**config.mk**
```make
export PLATFORM = sky130hd
export DESIGN_NAME = binary_gcd_lcm_unit_top
export DESIGN_NICKNAME = d
export VERILOG_FILES = /design/src/design/bglu_pkg.sv /design/src/design/binary_gcd_lcm_unit_top.sv
export SDC_FILE = /design/constraint.sdc
export NUM_CORES = 2
export LEC_CHECK = 0
export ABC_AREA = 0
export BUFFER_PORTS_ARGS = -buffer_cell sky130_fd_sc_hd__buf_2
export CAP_MARGIN = 20
export CORE_MARGIN = 2
export CORE_UTILIZATION = 65
export DETAILED_ROUTE_END_ITERATION = 10
export PLACE_DENSITY = 0.86
export SYNTH_ARGS = -nofsm -noshare
export SYNTH_HDL_FRONTEND = slang
export SYNTH_SLANG_ARGS = --single-unit
export TNS_END_PERCENT = 100
```
**constraint.sdc**
```tcl
create_clock -name clk -period 10.26 [get_ports clk]
set_input_delay 1.026 -clock clk [delete_from_list [all_inputs] [get_ports clk]]
set_output_delay 1.026 -clock clk [all_outputs]
set_load 0.05 [all_outputs]
```
**src/design/bglu_pkg.sv**
```systemverilog
// Shared widths, constants and sequencer states for the binary GCD/LCM unit.
package bglu_pkg;

    localparam int DATA_WIDTH  = 32;
    localparam int TWOS_W      = $clog2(DATA_WIDTH);
    localparam int CNT_W       = $clog2(DATA_WIDTH);
    localparam int IN_TDATA_W  = ((2 * DATA_WIDTH + 7) / 8) * 8;
    localparam int OUT_TDATA_W = ((DATA_WIDTH + 7) / 8) * 8;

    localparam logic [DATA_WIDTH-1:0] INT_MIN = {1'b1, {(DATA_WIDTH-1){1'b0}}};
    localparam logic [DATA_WIDTH-1:0] INT_MAX = {1'b0, {(DATA_WIDTH-1){1'b1}}};

    localparam logic FUNC_GCD = 1'b0;
    localparam logic FUNC_LCM = 1'b1;

    typedef logic [DATA_WIDTH-1:0] word_t;

    typedef enum logic [3:0] {
        S_IDLE,
        S_TWOS,
        S_ASTRIP,
        S_LOOP,
        S_GCD_END,
        S_DIV,
        S_MUL,
        S_CHECK,
        S_EMIT
    } state_t;

endpackage

```
**src/design/binary_gcd_lcm_unit_top.sv**
```systemverilog
// Binary (Stein) GCD and LCM unit built around one shared subtractor and a small sequencer.
//
// Usage:
// The input channel (s_axis_*) carries one operation per transfer: tdata holds operand_a
// in bits [DATA_WIDTH-1:0] and operand_b above it, both two's complement, and tuser bit 0
// selects the function (0 = GCD, 1 = LCM). The output channel (m_axis_*) returns exactly
// one transfer per operation: tdata holds the signed result and tuser bit 0 is the
// special_case flag, set when the result is the forced zero of an invalid operand or of
// an LCM that does not fit the signed range.
// Sequence: operations resolved by the operand checks go from the accept straight to the
// emit step and the output register. A full GCD runs the common-twos strip, the strip of
// operand_a and the subtract/strip loop, each one step per cycle; only the loop uses the
// shared subtractor. An LCM then adds a restoring division (on the same subtractor), a
// multiply and a check of the product against the signed range.
// Throughput: one operation at a time; s_axis_tready is high only while the sequencer idles.
// The output register decouples the sides: a new operation is accepted while a result
// waits, and a finished result waits in the sequencer until the output register is free.
// Reset clears the sequencer and the output valid; no result is in flight afterwards.
module binary_gcd_lcm_unit_top (
    input  logic                             clk,
    input  logic                             rst_n,
    input  logic                             s_axis_tvalid,
    output logic                             s_axis_tready,
    // Fields from bit 0: operand_a, operand_b.
    input  logic [bglu_pkg::IN_TDATA_W-1:0]  s_axis_tdata,
    // Fields from bit 0: func.
    input  logic [0:0]                       s_axis_tuser,
    output logic                             m_axis_tvalid,
    input  logic                             m_axis_tready,
    // Fields from bit 0: result.
    output logic [bglu_pkg::OUT_TDATA_W-1:0] m_axis_tdata,
    // Fields from bit 0: special_case.
    output logic [0:0]                       m_axis_tuser
);
    import bglu_pkg::*;

    localparam int W = DATA_WIDTH;

    state_t state_reg, state_next;

    word_t              a_reg, a_next;
    word_t              b_reg, b_next;
    word_t              ma_reg, ma_next;
    word_t              mb_reg, mb_next;
    word_t              rem_reg, rem_next;
    logic [TWOS_W-1:0]  twos_reg, twos_next;
    logic [CNT_W-1:0]   cnt_reg, cnt_next;
    logic [2*W-1:0]     prod_reg, prod_next;
    logic               func_reg, func_next;
    word_t              res_reg, res_next;
    logic               flag_reg, flag_next;
    logic               m_valid_reg, m_valid_next;
    word_t              m_data_reg, m_data_next;
    logic               m_user_reg, m_user_next;

    // Input decode.
    word_t in_a, in_b, mag_a, mag_b;
    logic  in_func, bad_min, a_zero, b_zero, accept, out_free;

    assign in_a    = s_axis_tdata[W-1:0];
    assign in_b    = s_axis_tdata[2*W-1:W];
    assign in_func = s_axis_tuser[0];
    assign mag_a   = in_a[W-1] ? (~in_a + word_t'(1)) : in_a;
    assign mag_b   = in_b[W-1] ? (~in_b + word_t'(1)) : in_b;
    assign bad_min = (in_a == INT_MIN) || (in_b == INT_MIN);
    assign a_zero  = (in_a == '0);
    assign b_zero  = (in_b == '0);

    assign s_axis_tready = (state_reg == S_IDLE);
    assign accept        = s_axis_tvalid && s_axis_tready;
    assign out_free      = !m_valid_reg || m_axis_tready;

    // The one shared subtractor: b - a in the GCD loop, the trial subtract in the division.
    logic [W:0]   sub_x, sub_y;
    logic [W+1:0] diff;
    logic         sub_neg, sub_zero;

    always_comb
    begin
        if (state_reg == S_DIV)
        begin
            sub_x = {rem_reg, ma_reg[W-1]};
            sub_y = {1'b0, b_reg};
        end
        else
        begin
            sub_x = {1'b0, b_reg};
            sub_y = {1'b0, a_reg};
        end
    end

    assign diff     = {1'b0, sub_x} - {1'b0, sub_y};
    assign sub_neg  = diff[W+1];
    assign sub_zero = (diff == '0);

    word_t gcd_val;
    logic  prod_over;

    assign gcd_val   = a_reg << twos_reg;
    assign prod_over = |prod_reg[2*W-1:W-1];

    // Next-state logic.
    always_comb
    begin
        state_next = state_reg;
        case (state_reg)
            S_IDLE:
            begin
                if (accept)
                begin
                    if (bad_min || a_zero || b_zero)
                        state_next = S_EMIT;
                    else
                        state_next = S_TWOS;
                end
            end
            S_TWOS:
            begin
                if (a_reg[0] || b_reg[0])
                    state_next = S_ASTRIP;
            end
            S_ASTRIP:
            begin
                if (a_reg[0])
                    state_next = S_LOOP;
            end
            S_LOOP:
            begin
                if (b_reg[0] && sub_zero)
                    state_next = S_GCD_END;
            end
            S_GCD_END:
            begin
                if (func_reg == FUNC_LCM)
                    state_next = S_DIV;
                else
                    state_next = S_EMIT;
            end
            S_DIV:
            begin
                if (cnt_reg == CNT_W'(W - 1))
                    state_next = S_MUL;
            end
            S_MUL:   state_next = S_CHECK;
            S_CHECK: state_next = S_EMIT;
            S_EMIT:
            begin
                if (out_free)
                    state_next = S_IDLE;
            end
            default: state_next = S_IDLE;
        endcase
    end

    // Datapath and output register updates.
    always_comb
    begin
        a_next       = a_reg;
        b_next       = b_reg;
        ma_next      = ma_reg;
        mb_next      = mb_reg;
        rem_next     = rem_reg;
        twos_next    = twos_reg;
        cnt_next     = cnt_reg;
        prod_next    = prod_reg;
        func_next    = func_reg;
        res_next     = res_reg;
        flag_next    = flag_reg;
        m_valid_next = m_valid_reg && !m_axis_tready;
        m_data_next  = m_data_reg;
        m_user_next  = m_user_reg;

        case (state_reg)
            S_IDLE:
            begin
                if (accept)
                begin
                    func_next = in_func;
                    a_next    = mag_a;
                    b_next    = mag_b;
                    ma_next   = mag_a;
                    mb_next   = mag_b;
                    twos_next = '0;
                    res_next  = '0;
                    flag_next = 1'b0;
                    if (in_func == FUNC_GCD)
                    begin
                        // One zero operand passes the other through with its sign.
                        if (bad_min || (a_zero && b_zero))
                            flag_next = 1'b1;
                        else if (a_zero)
                            res_next = in_b;
                        else if (b_zero)
                            res_next = in_a;
                    end
                    else if (bad_min || a_zero || b_zero)
                    begin
                        flag_next = 1'b1;
                    end
                end
            end
            S_TWOS:
            begin
                if (!(a_reg[0] || b_reg[0]))
                begin
                    a_next    = a_reg >> 1;
                    b_next    = b_reg >> 1;
                    twos_next = twos_reg + TWOS_W'(1);
                end
            end
            S_ASTRIP:
            begin
                if (!a_reg[0])
                    a_next = a_reg >> 1;
            end
            S_LOOP:
            begin
                if (!b_reg[0])
                begin
                    b_next = b_reg >> 1;
                end
                else if (sub_neg)
                begin
                    // a > b: the smaller value stays, the difference is a - b.
                    a_next = b_reg;
                    b_next = ~diff[W-1:0] + word_t'(1);
                end
                else
                begin
                    b_next = diff[W-1:0];
                end
            end
            S_GCD_END:
            begin
                res_next = gcd_val;
                b_next   = gcd_val;
                rem_next = '0;
                cnt_next = '0;
            end
            S_DIV:
            begin
                // Restoring division of |a| by the GCD; the quotient shifts into ma_reg.
                if (sub_neg)
                    rem_next = sub_x[W-1:0];
                else
                    rem_next = diff[W-1:0];
                ma_next  = {ma_reg[W-2:0], !sub_neg};
                cnt_next = cnt_reg + CNT_W'(1);
            end
            S_MUL:
            begin
                prod_next = {{W{1'b0}}, ma_reg} * {{W{1'b0}}, mb_reg};
            end
            S_CHECK:
            begin
                if (prod_over)
                begin
                    res_next  = '0;
                    flag_next = 1'b1;
                end
                else
                begin
                    res_next = prod_reg[W-1:0];
                end
            end
            S_EMIT:
            begin
                if (out_free)
                begin
                    m_valid_next = 1'b1;
                    m_data_next  = res_reg;
                    m_user_next  = flag_reg;
                end
            end
            default:
            begin
                m_valid_next = m_valid_reg && !m_axis_tready;
            end
        endcase
    end

    always_ff @(posedge clk or negedge rst_n)
    begin
        if (!rst_n)
        begin
            state_reg   <= S_IDLE;
            m_valid_reg <= 1'b0;
        end
        else
        begin
            state_reg   <= state_next;
            m_valid_reg <= m_valid_next;
        end
    end

    always_ff @(posedge clk)
    begin
        a_reg      <= a_next;
        b_reg      <= b_next;
        ma_reg     <= ma_next;
        mb_reg     <= mb_next;
        rem_reg    <= rem_next;
        twos_reg   <= twos_next;
        cnt_reg    <= cnt_next;
        prod_reg   <= prod_next;
        func_reg   <= func_next;
        res_reg    <= res_next;
        flag_reg   <= flag_next;
        m_data_reg <= m_data_next;
        m_user_reg <= m_user_next;
    end

    assign m_axis_tvalid = m_valid_reg;
    assign m_axis_tdata  = OUT_TDATA_W'(m_data_reg);
    assign m_axis_tuser  = m_user_reg;

    // A flagged result is always the forced zero.
    a_flag_zero: assert property (@(posedge clk) disable iff (!rst_n)
        (m_valid_reg && m_user_reg) |-> (m_data_reg == '0))
        else $error("special_case result is not zero");

    // The subtract loop only runs while b holds a nonzero value.
    a_loop_b_nonzero: assert property (@(posedge clk) disable iff (!rst_n)
        (state_reg == S_LOOP) |-> (b_reg != '0))
        else $error("GCD loop entered with b equal to zero");

    // The division never runs with a zero divisor.
    a_div_nonzero: assert property (@(posedge clk) disable iff (!rst_n)
        (state_reg == S_DIV) |-> (b_reg != '0))
        else $error("division by zero GCD");

    // An accepted operation blocks the input until it has been handed to the output.
    a_busy_after_accept: assert property (@(posedge clk) disable iff (!rst_n)
        accept |=> !s_axis_tready)
        else $error("input ready right after an accepted transfer");

    // The output register is loaded only from the emit step.
    a_load_from_emit: assert property (@(posedge clk) disable iff (!rst_n)
        $rose(m_valid_reg) |-> $past(state_reg == S_EMIT))
        else $error("output loaded outside the emit step");

endmodule
```
**Word-level counts from Yosys, hierarchy flattened**

Cells that the tools add are included.
W data, S select, Z words.

- Add/sub/neg operators: 6
- Order comparisons: 0
- $mul: 1
- Divide/modulo/power cells: 0
- Eq/ne operators: 22
- Reduce and logical (&&, ||, !) cells: 35
- Shift-type cells: 1
- Mux-type cells: 46
- Bitwise operators: 3

Operators by type and width:

| kind | number |
|---|---|
| $mux W32 | 19 |
| $pmux W32 S4 | 2 |
| $pmux W32 S2 | 2 |
| $add A32 B1 Y32 const B | 3 |
| $not A32 Y32 | 3 |
| $pmux W32 S3 | 1 |
| $eq A32 B32 Y1 const B | 2 |
| $logic_not A32 Y1 | 2 |
| $mul A32 B32 Y64 | 1 |
| $pmux W4 S9 | 1 |
| $logic_not A34 Y1 | 1 |
| $sub A33 B33 Y34 | 1 |
| $mux W33 | 1 |
| $reduce_or A33 Y1 | 1 |
| $mux W4 | 8 |
| $shl A32 B5 Y32 | 1 |
| $pmux W5 S2 | 2 |
| $ne A2 B2 Y1 const B | 9 |
| $eq A4 B3 Y1 const B | 4 |
| $reduce_and A6 Y1 | 2 |
| $add A5 B1 Y5 const B | 2 |
| $mux W5 | 2 |
| $reduce_and A3 Y1 | 3 |
| $eq A4 B2 Y1 const B | 2 |
| other kinds (15) | 39 |

- Bits of input ports: 69
- Latch bits: 0
- RAM bits: 0
- Memory bits (read-only): 0
- Word-level logic and storage cells: 130
- Register bits after elaboration: 306
- Memories: 0
- Output and inout port bits: 35

**Longest topological paths before layout**

- Depth after elaboration: 8
- Gate-level depth with buffers: 30
- Mapped depth without buffers: 29

**Worst setup path before layout**

No wires, ideal clock.

- Kind: reg-to-reg
- From: register state_reg[0]
- To: register a_reg[10] (enable)
- Cell stages (with the launch flop): 17
- Slack: 1.284 ns
- Data arrival time: 8.389 ns
- Buffers on the path: 3
- Setup time: 0.587 ns
- Clock period less this slack: 8.976 ns
- Data required time: 9.673 ns
- Cells stage by stage: dfrtp_1 -> clkbuf_1 -> nor2b_1 -> nand2_1 -> clkbuf_1 -> clkbuf_1 -> nand2_1 -> nand2_1 -> ha_1 -> o21ai_1 -> nor2_1 -> a21boi_2 -> o2111ai_1 -> a31oi_1 -> a211oi_2 -> a21oi_1 -> a2111oi_0

- Cells in the longest elaborated chain, start to end: 5
- Elaborated cells on any way between the ends: 16
- Classes of those cells: add/sub: 1; eq/ne: 9; mux: 2; reduce/logical: 4

Ends and longest elaborated chain:

| what | line | RTL |
|---|---|---|
| from (decl) | binary_gcd_lcm_unit_top.sv:39 | `state_t state_reg, state_next;` |
| from (signal assigned) | binary_gcd_lcm_unit_top.sv:291 | `state_reg <= state_next;` |
| $eq A4 B3 Y1 | binary_gcd_lcm_unit_top.sv:80 | `if (state_reg == S_DIV)` |
| $mux W33 / $mux W32 (equally long branches) | binary_gcd_lcm_unit_top.sv:80 |  |
| $sub A33 B33 Y34 | binary_gcd_lcm_unit_top.sv:92 | `assign diff = {1'b0, sub_x} - {1'b0, sub_y};` |
| $ne A2 B2 Y1 (no source line) | - |  |
| $reduce_and A6 Y1 (no source line) * | - |  |
| to (signal assigned) | binary_gcd_lcm_unit_top.sv:298 | `a_reg <= a_next;` |
| to (decl) | binary_gcd_lcm_unit_top.sv:41 | `word_t a_reg, a_next;` |

Mark *: on every way between the ends. The rest lies on a longest branch, timed or not.
A chain may end at the register's enable or synchronous reset.

**Final worst setup path**

- From: register mb_reg[3]
- To: register prod_reg[60], data pin

- Cells in the longest elaborated chain, start to end: 1

Ends and longest elaborated chain:

| what | line | RTL |
|---|---|---|
| from (decl) | binary_gcd_lcm_unit_top.sv:44 | `word_t mb_reg, mb_next;` |
| from (signal assigned) | binary_gcd_lcm_unit_top.sv:301 | `mb_reg <= mb_next;` |
| $mul A32 B32 Y64 | binary_gcd_lcm_unit_top.sv:252 | `prod_next = {{W{1'b0}}, ma_reg} * {{W{1'b0}}, mb_reg};` |
| to (signal assigned) | binary_gcd_lcm_unit_top.sv:305 | `prod_reg <= prod_next;` |
| to (decl) | binary_gcd_lcm_unit_top.sv:48 | `logic [2*W-1:0] prod_reg, prod_next;` |

Every way passes these cells.

==> results.txt <==
- Post-Syn Area per Cell: 9.407 µm²
- Vias post-DR: 41450
- Global-route wire length before repair: 242500 µm
- Count of unique library cells instantiated by Yosys: 103
- In this design, the critical path's most frequently occurring cell is sky130_fd_sc_hd__fa_1.
* Count of filler cells inserted in the layout: 5841
- Summed over all nets, the half-perimeter wirelength after detailed placement is 122500 µm.
- The worst setup path is launched from a flop.
- Final count of negative-setup-slack endpoints: 0
- The most used flip-flop cell after synthesis is sky130_fd_sc_hd__edfxtp_1.
- GRT overflow: 0
* Crit Path Max Fanout: 32
* Initial antenna violation count: 16
- Vias in the first global route: 42770
* Critical path's largest stage delay: 1.11 ns
* Number of levels the H-tree was split into: 2
- Starting density of the core: 65.33%
- After the last flow step, the layout net total stands at 6742.
* Clock Tree Root: sky130_fd_sc_hd__clkbuf_16
- GRT Resource Usage Total: 38.32%
- After routing, the total negative slack on setup checks comes to 0 ns.
- Commonest non-fill, non-tap cell in the layout: sky130_fd_sc_hd__fa_1
- Post-CTS repair changed the size of 0 cells.
- Clock-pin slew was measured on the worst setup and hold paths at 0.06 ns.
- The worst path uses 87.20% of the clock period.
- For the final database, setup skew stands at 0.03239 ns.
* Largest net degree at the start of global routing: 65
* Floorplan Core Area: 80030 µm²
* Gate count of the mapped netlist: 5558
* Endpoint class of the critical path: flop
- Summing every instance area after synthesis gives 52280 µm².
- Buffers added to address setup during post-CTS repair amount to 0.
- Of the synthesized area, sequential elements account for 17.53%.
- Fin crit period: 8.947 ns
- Sum of routed wire length over all layers: 154000 µm
- Pins Over Slew Limit: 0
* 1st-pass router iterations: 9
* Kind of cell adding the most delay to the critical path: adder cells
- Type of the tightest min-delay check: input port to async pin
- Req. time, crit path: 10.60 ns
- Die height: 287.6 µm
* Layout cells sized above 1: 6.632%
* FF+latch count, synth: 306
- WL/cell: 23.44 µm
- Traced cell by cell, the critical path runs through and2_1 > fa_1 > inv_1 > fa_1 > fa_1 > fa_1 > inv_1 > fa_1 > fa_1 > fa_1 > fa_1 > ha_1 > nand3_1 > nor2_1 > nand4_1 > o221ai_1 > a31oi_2 > o41ai_2 > a31oi_1 > o21a_1 > o311ai_1 > a21oi_1 > xnor2_1.
- Clock latency reported for the late side of the worst-skew pair: 0.60 ns
- Data arrives at the worst endpoint at 9.29 ns.
* DRT iter0 DRCs: 4714
* Vias/cell: 6.308
- Max-cap violations in this run came to 0.
- Overall die area: 82720 µm²
* Count of buffers inserted at the top-level ports: 103
- Counting every net in the synthesized netlist gives 6825.
- Tightest Pin Transition: 1.161 ns
* Unrepaired setup endpoints after global routing: false
* Die width: 287.6 µm
- Commonest cells after routing, fill and taps aside: 897 x sky130_fd_sc_hd__fa_1, 892 x sky130_fd_sc_hd__inv_1, 705 x sky130_fd_sc_hd__nand2_1
- The worst pin sits at a relative slew slack of 22.61%.
- Share of the core filled with cells: 68.80%
* Antenna violation net count after detailed routing: 0
- CTS Buf Count: 38
- Placer congestion estimate: 0.9875
- Number of standard-cell rows in the floorplan: 104
- The final-report hold violation count came to 0.
- The flow ran to the end, and the final reports show no timing, DRC or antenna violations.
- Timing-limited maximum frequency: 111.8 MHz
* Maximum clock insertion buffer count: 3
- Number of flip-flops in the largest register: 64
- Crit path max-delay cell type: sky130_fd_sc_hd__edfxtp_1
- Counting flops with a built-in enable in the synthesized netlist gives 301.
- Warnings from Yosys: 0
- TritonCTS built the clock tree.
- Async set-reset flop share out of synthesis: 1.634%
- Synthesis-to-finish area growth: 5.308%
- Together, buffers and inverters on the worst path number 2.
- Total number of clock tree sinks: 306
* Worst Path Class, Setup: flop to flop
- For this design, the CTS-stage hold fixing added 0 buffers.
- Pin placement for this block handled 104 I/O pins.
- Remaining routing DRC violations: 0
final cells by class:
class | count | area (µm²) | share of cell area [%]
diodes | 7 | 17.52 | 0.03181
clock buffers | 50 | 1036 | 1.882
clock inverters | 19 | 209.0 | 0.3795
inverters | 892 | 3348 | 6.081
multi-input cells | 4026 | 38560 | 70.04
flip-flops and latches | 306 | 9164 | 16.64
well taps | 1060 | 1326 | 2.409
repair buffers | 211 | 1394 | 2.532
cell families after synthesis:
group	share of synthesized area, %
and+or+nand+nor	17.14
buffers and inverters	8.890
adders and majority gates	41.55
AOI/OAI and AO/OA	9.754
DFF	17.53
xor gates and xnor gates	2.647
muxes	2.491
Yosys cell counts, drive strengths merged (64+ instances only):
cell,instances,area share [%]
a21oi,245,2.3
nor2,186,1.3
ha,301,7.2
inv,892,6.4
edfxtp,301,17
xnor2,94,1.6
fa,897,34
clkbuf,306,2.2
nand2,706,5.1
o21ai,193,1.9
xor2,64,1.1
and2,631,7.6
mux2i,66,1.3
per-stage QoR:
step	hold slack (ns)	cell area (µm²)	std cells	setup WS, ns
final	0.2468	55060	6571	1.313
after global placement	0.4009	53700	6491	1.564
after floorplan	0.4003	52280	5558	1.284
after detailed placement	0.4045	53740	6493	1.498
after CTS	0.2294	54990	6562	1.461
after global routing	0.2404	55050	6566	0.9778
worst paths after layout:
kind	slack, ns	cells past startpoint	endpoint	startpoint
min in group clk	0.42	0	m_axis_tdata[22]$_DFFE_PP_	res_reg[22]$_DFFE_PP_
max in group asynchronous	9.87	1	state_reg[3]$_DFFE_PN0P_	rst_n
setup reg to reg	1.31	23	prod_reg[60]$_DFFE_PP_	mb_reg[3]$_DFFE_PP_
setup / recovery	1.31	23	prod_reg[60]$_DFFE_PP_	mb_reg[3]$_DFFE_PP_
hold reg to reg	0.42	0	m_axis_tdata[22]$_DFFE_PP_	res_reg[22]$_DFFE_PP_
hold / removal	0.25	1	m_axis_tvalid$_DFF_PN0_	rst_n
worst register-to-register path, stage by stage, from the launching register on:
cell and delay (ns):
sky130_fd_sc_hd__edfxtp_1 1.11, sky130_fd_sc_hd__and2_1 0.29, sky130_fd_sc_hd__fa_1 0.43, sky130_fd_sc_hd__inv_1 0.08
sky130_fd_sc_hd__fa_1 0.42, sky130_fd_sc_hd__fa_1 0.56, sky130_fd_sc_hd__fa_1 0.56, sky130_fd_sc_hd__inv_1 0.05
sky130_fd_sc_hd__fa_1 0.48, sky130_fd_sc_hd__fa_1 0.64, sky130_fd_sc_hd__fa_1 0.48, sky130_fd_sc_hd__fa_1 0.47
sky130_fd_sc_hd__ha_1 0.41, sky130_fd_sc_hd__nand3_1 0.11, sky130_fd_sc_hd__nor2_1 0.32, sky130_fd_sc_hd__nand4_1 0.14
sky130_fd_sc_hd__o221ai_1 0.26, sky130_fd_sc_hd__a31oi_2 0.13, sky130_fd_sc_hd__o41ai_2 0.64, sky130_fd_sc_hd__a31oi_1 0.28
sky130_fd_sc_hd__o21a_1 0.30, sky130_fd_sc_hd__o311ai_1 0.28, sky130_fd_sc_hd__a21oi_1 0.12, sky130_fd_sc_hd__xnor2_1 0.14
metal layers:
layer,global-route usage [%],wire (µm)
met3,11.46,21480
met2,58.97,69040
met5,0,139
met4,13.54,6443
met1,51.91,56940
Power is not shown: default switching activity piles up to over one toggle a cycle in this logic, so the estimate is an artifact.
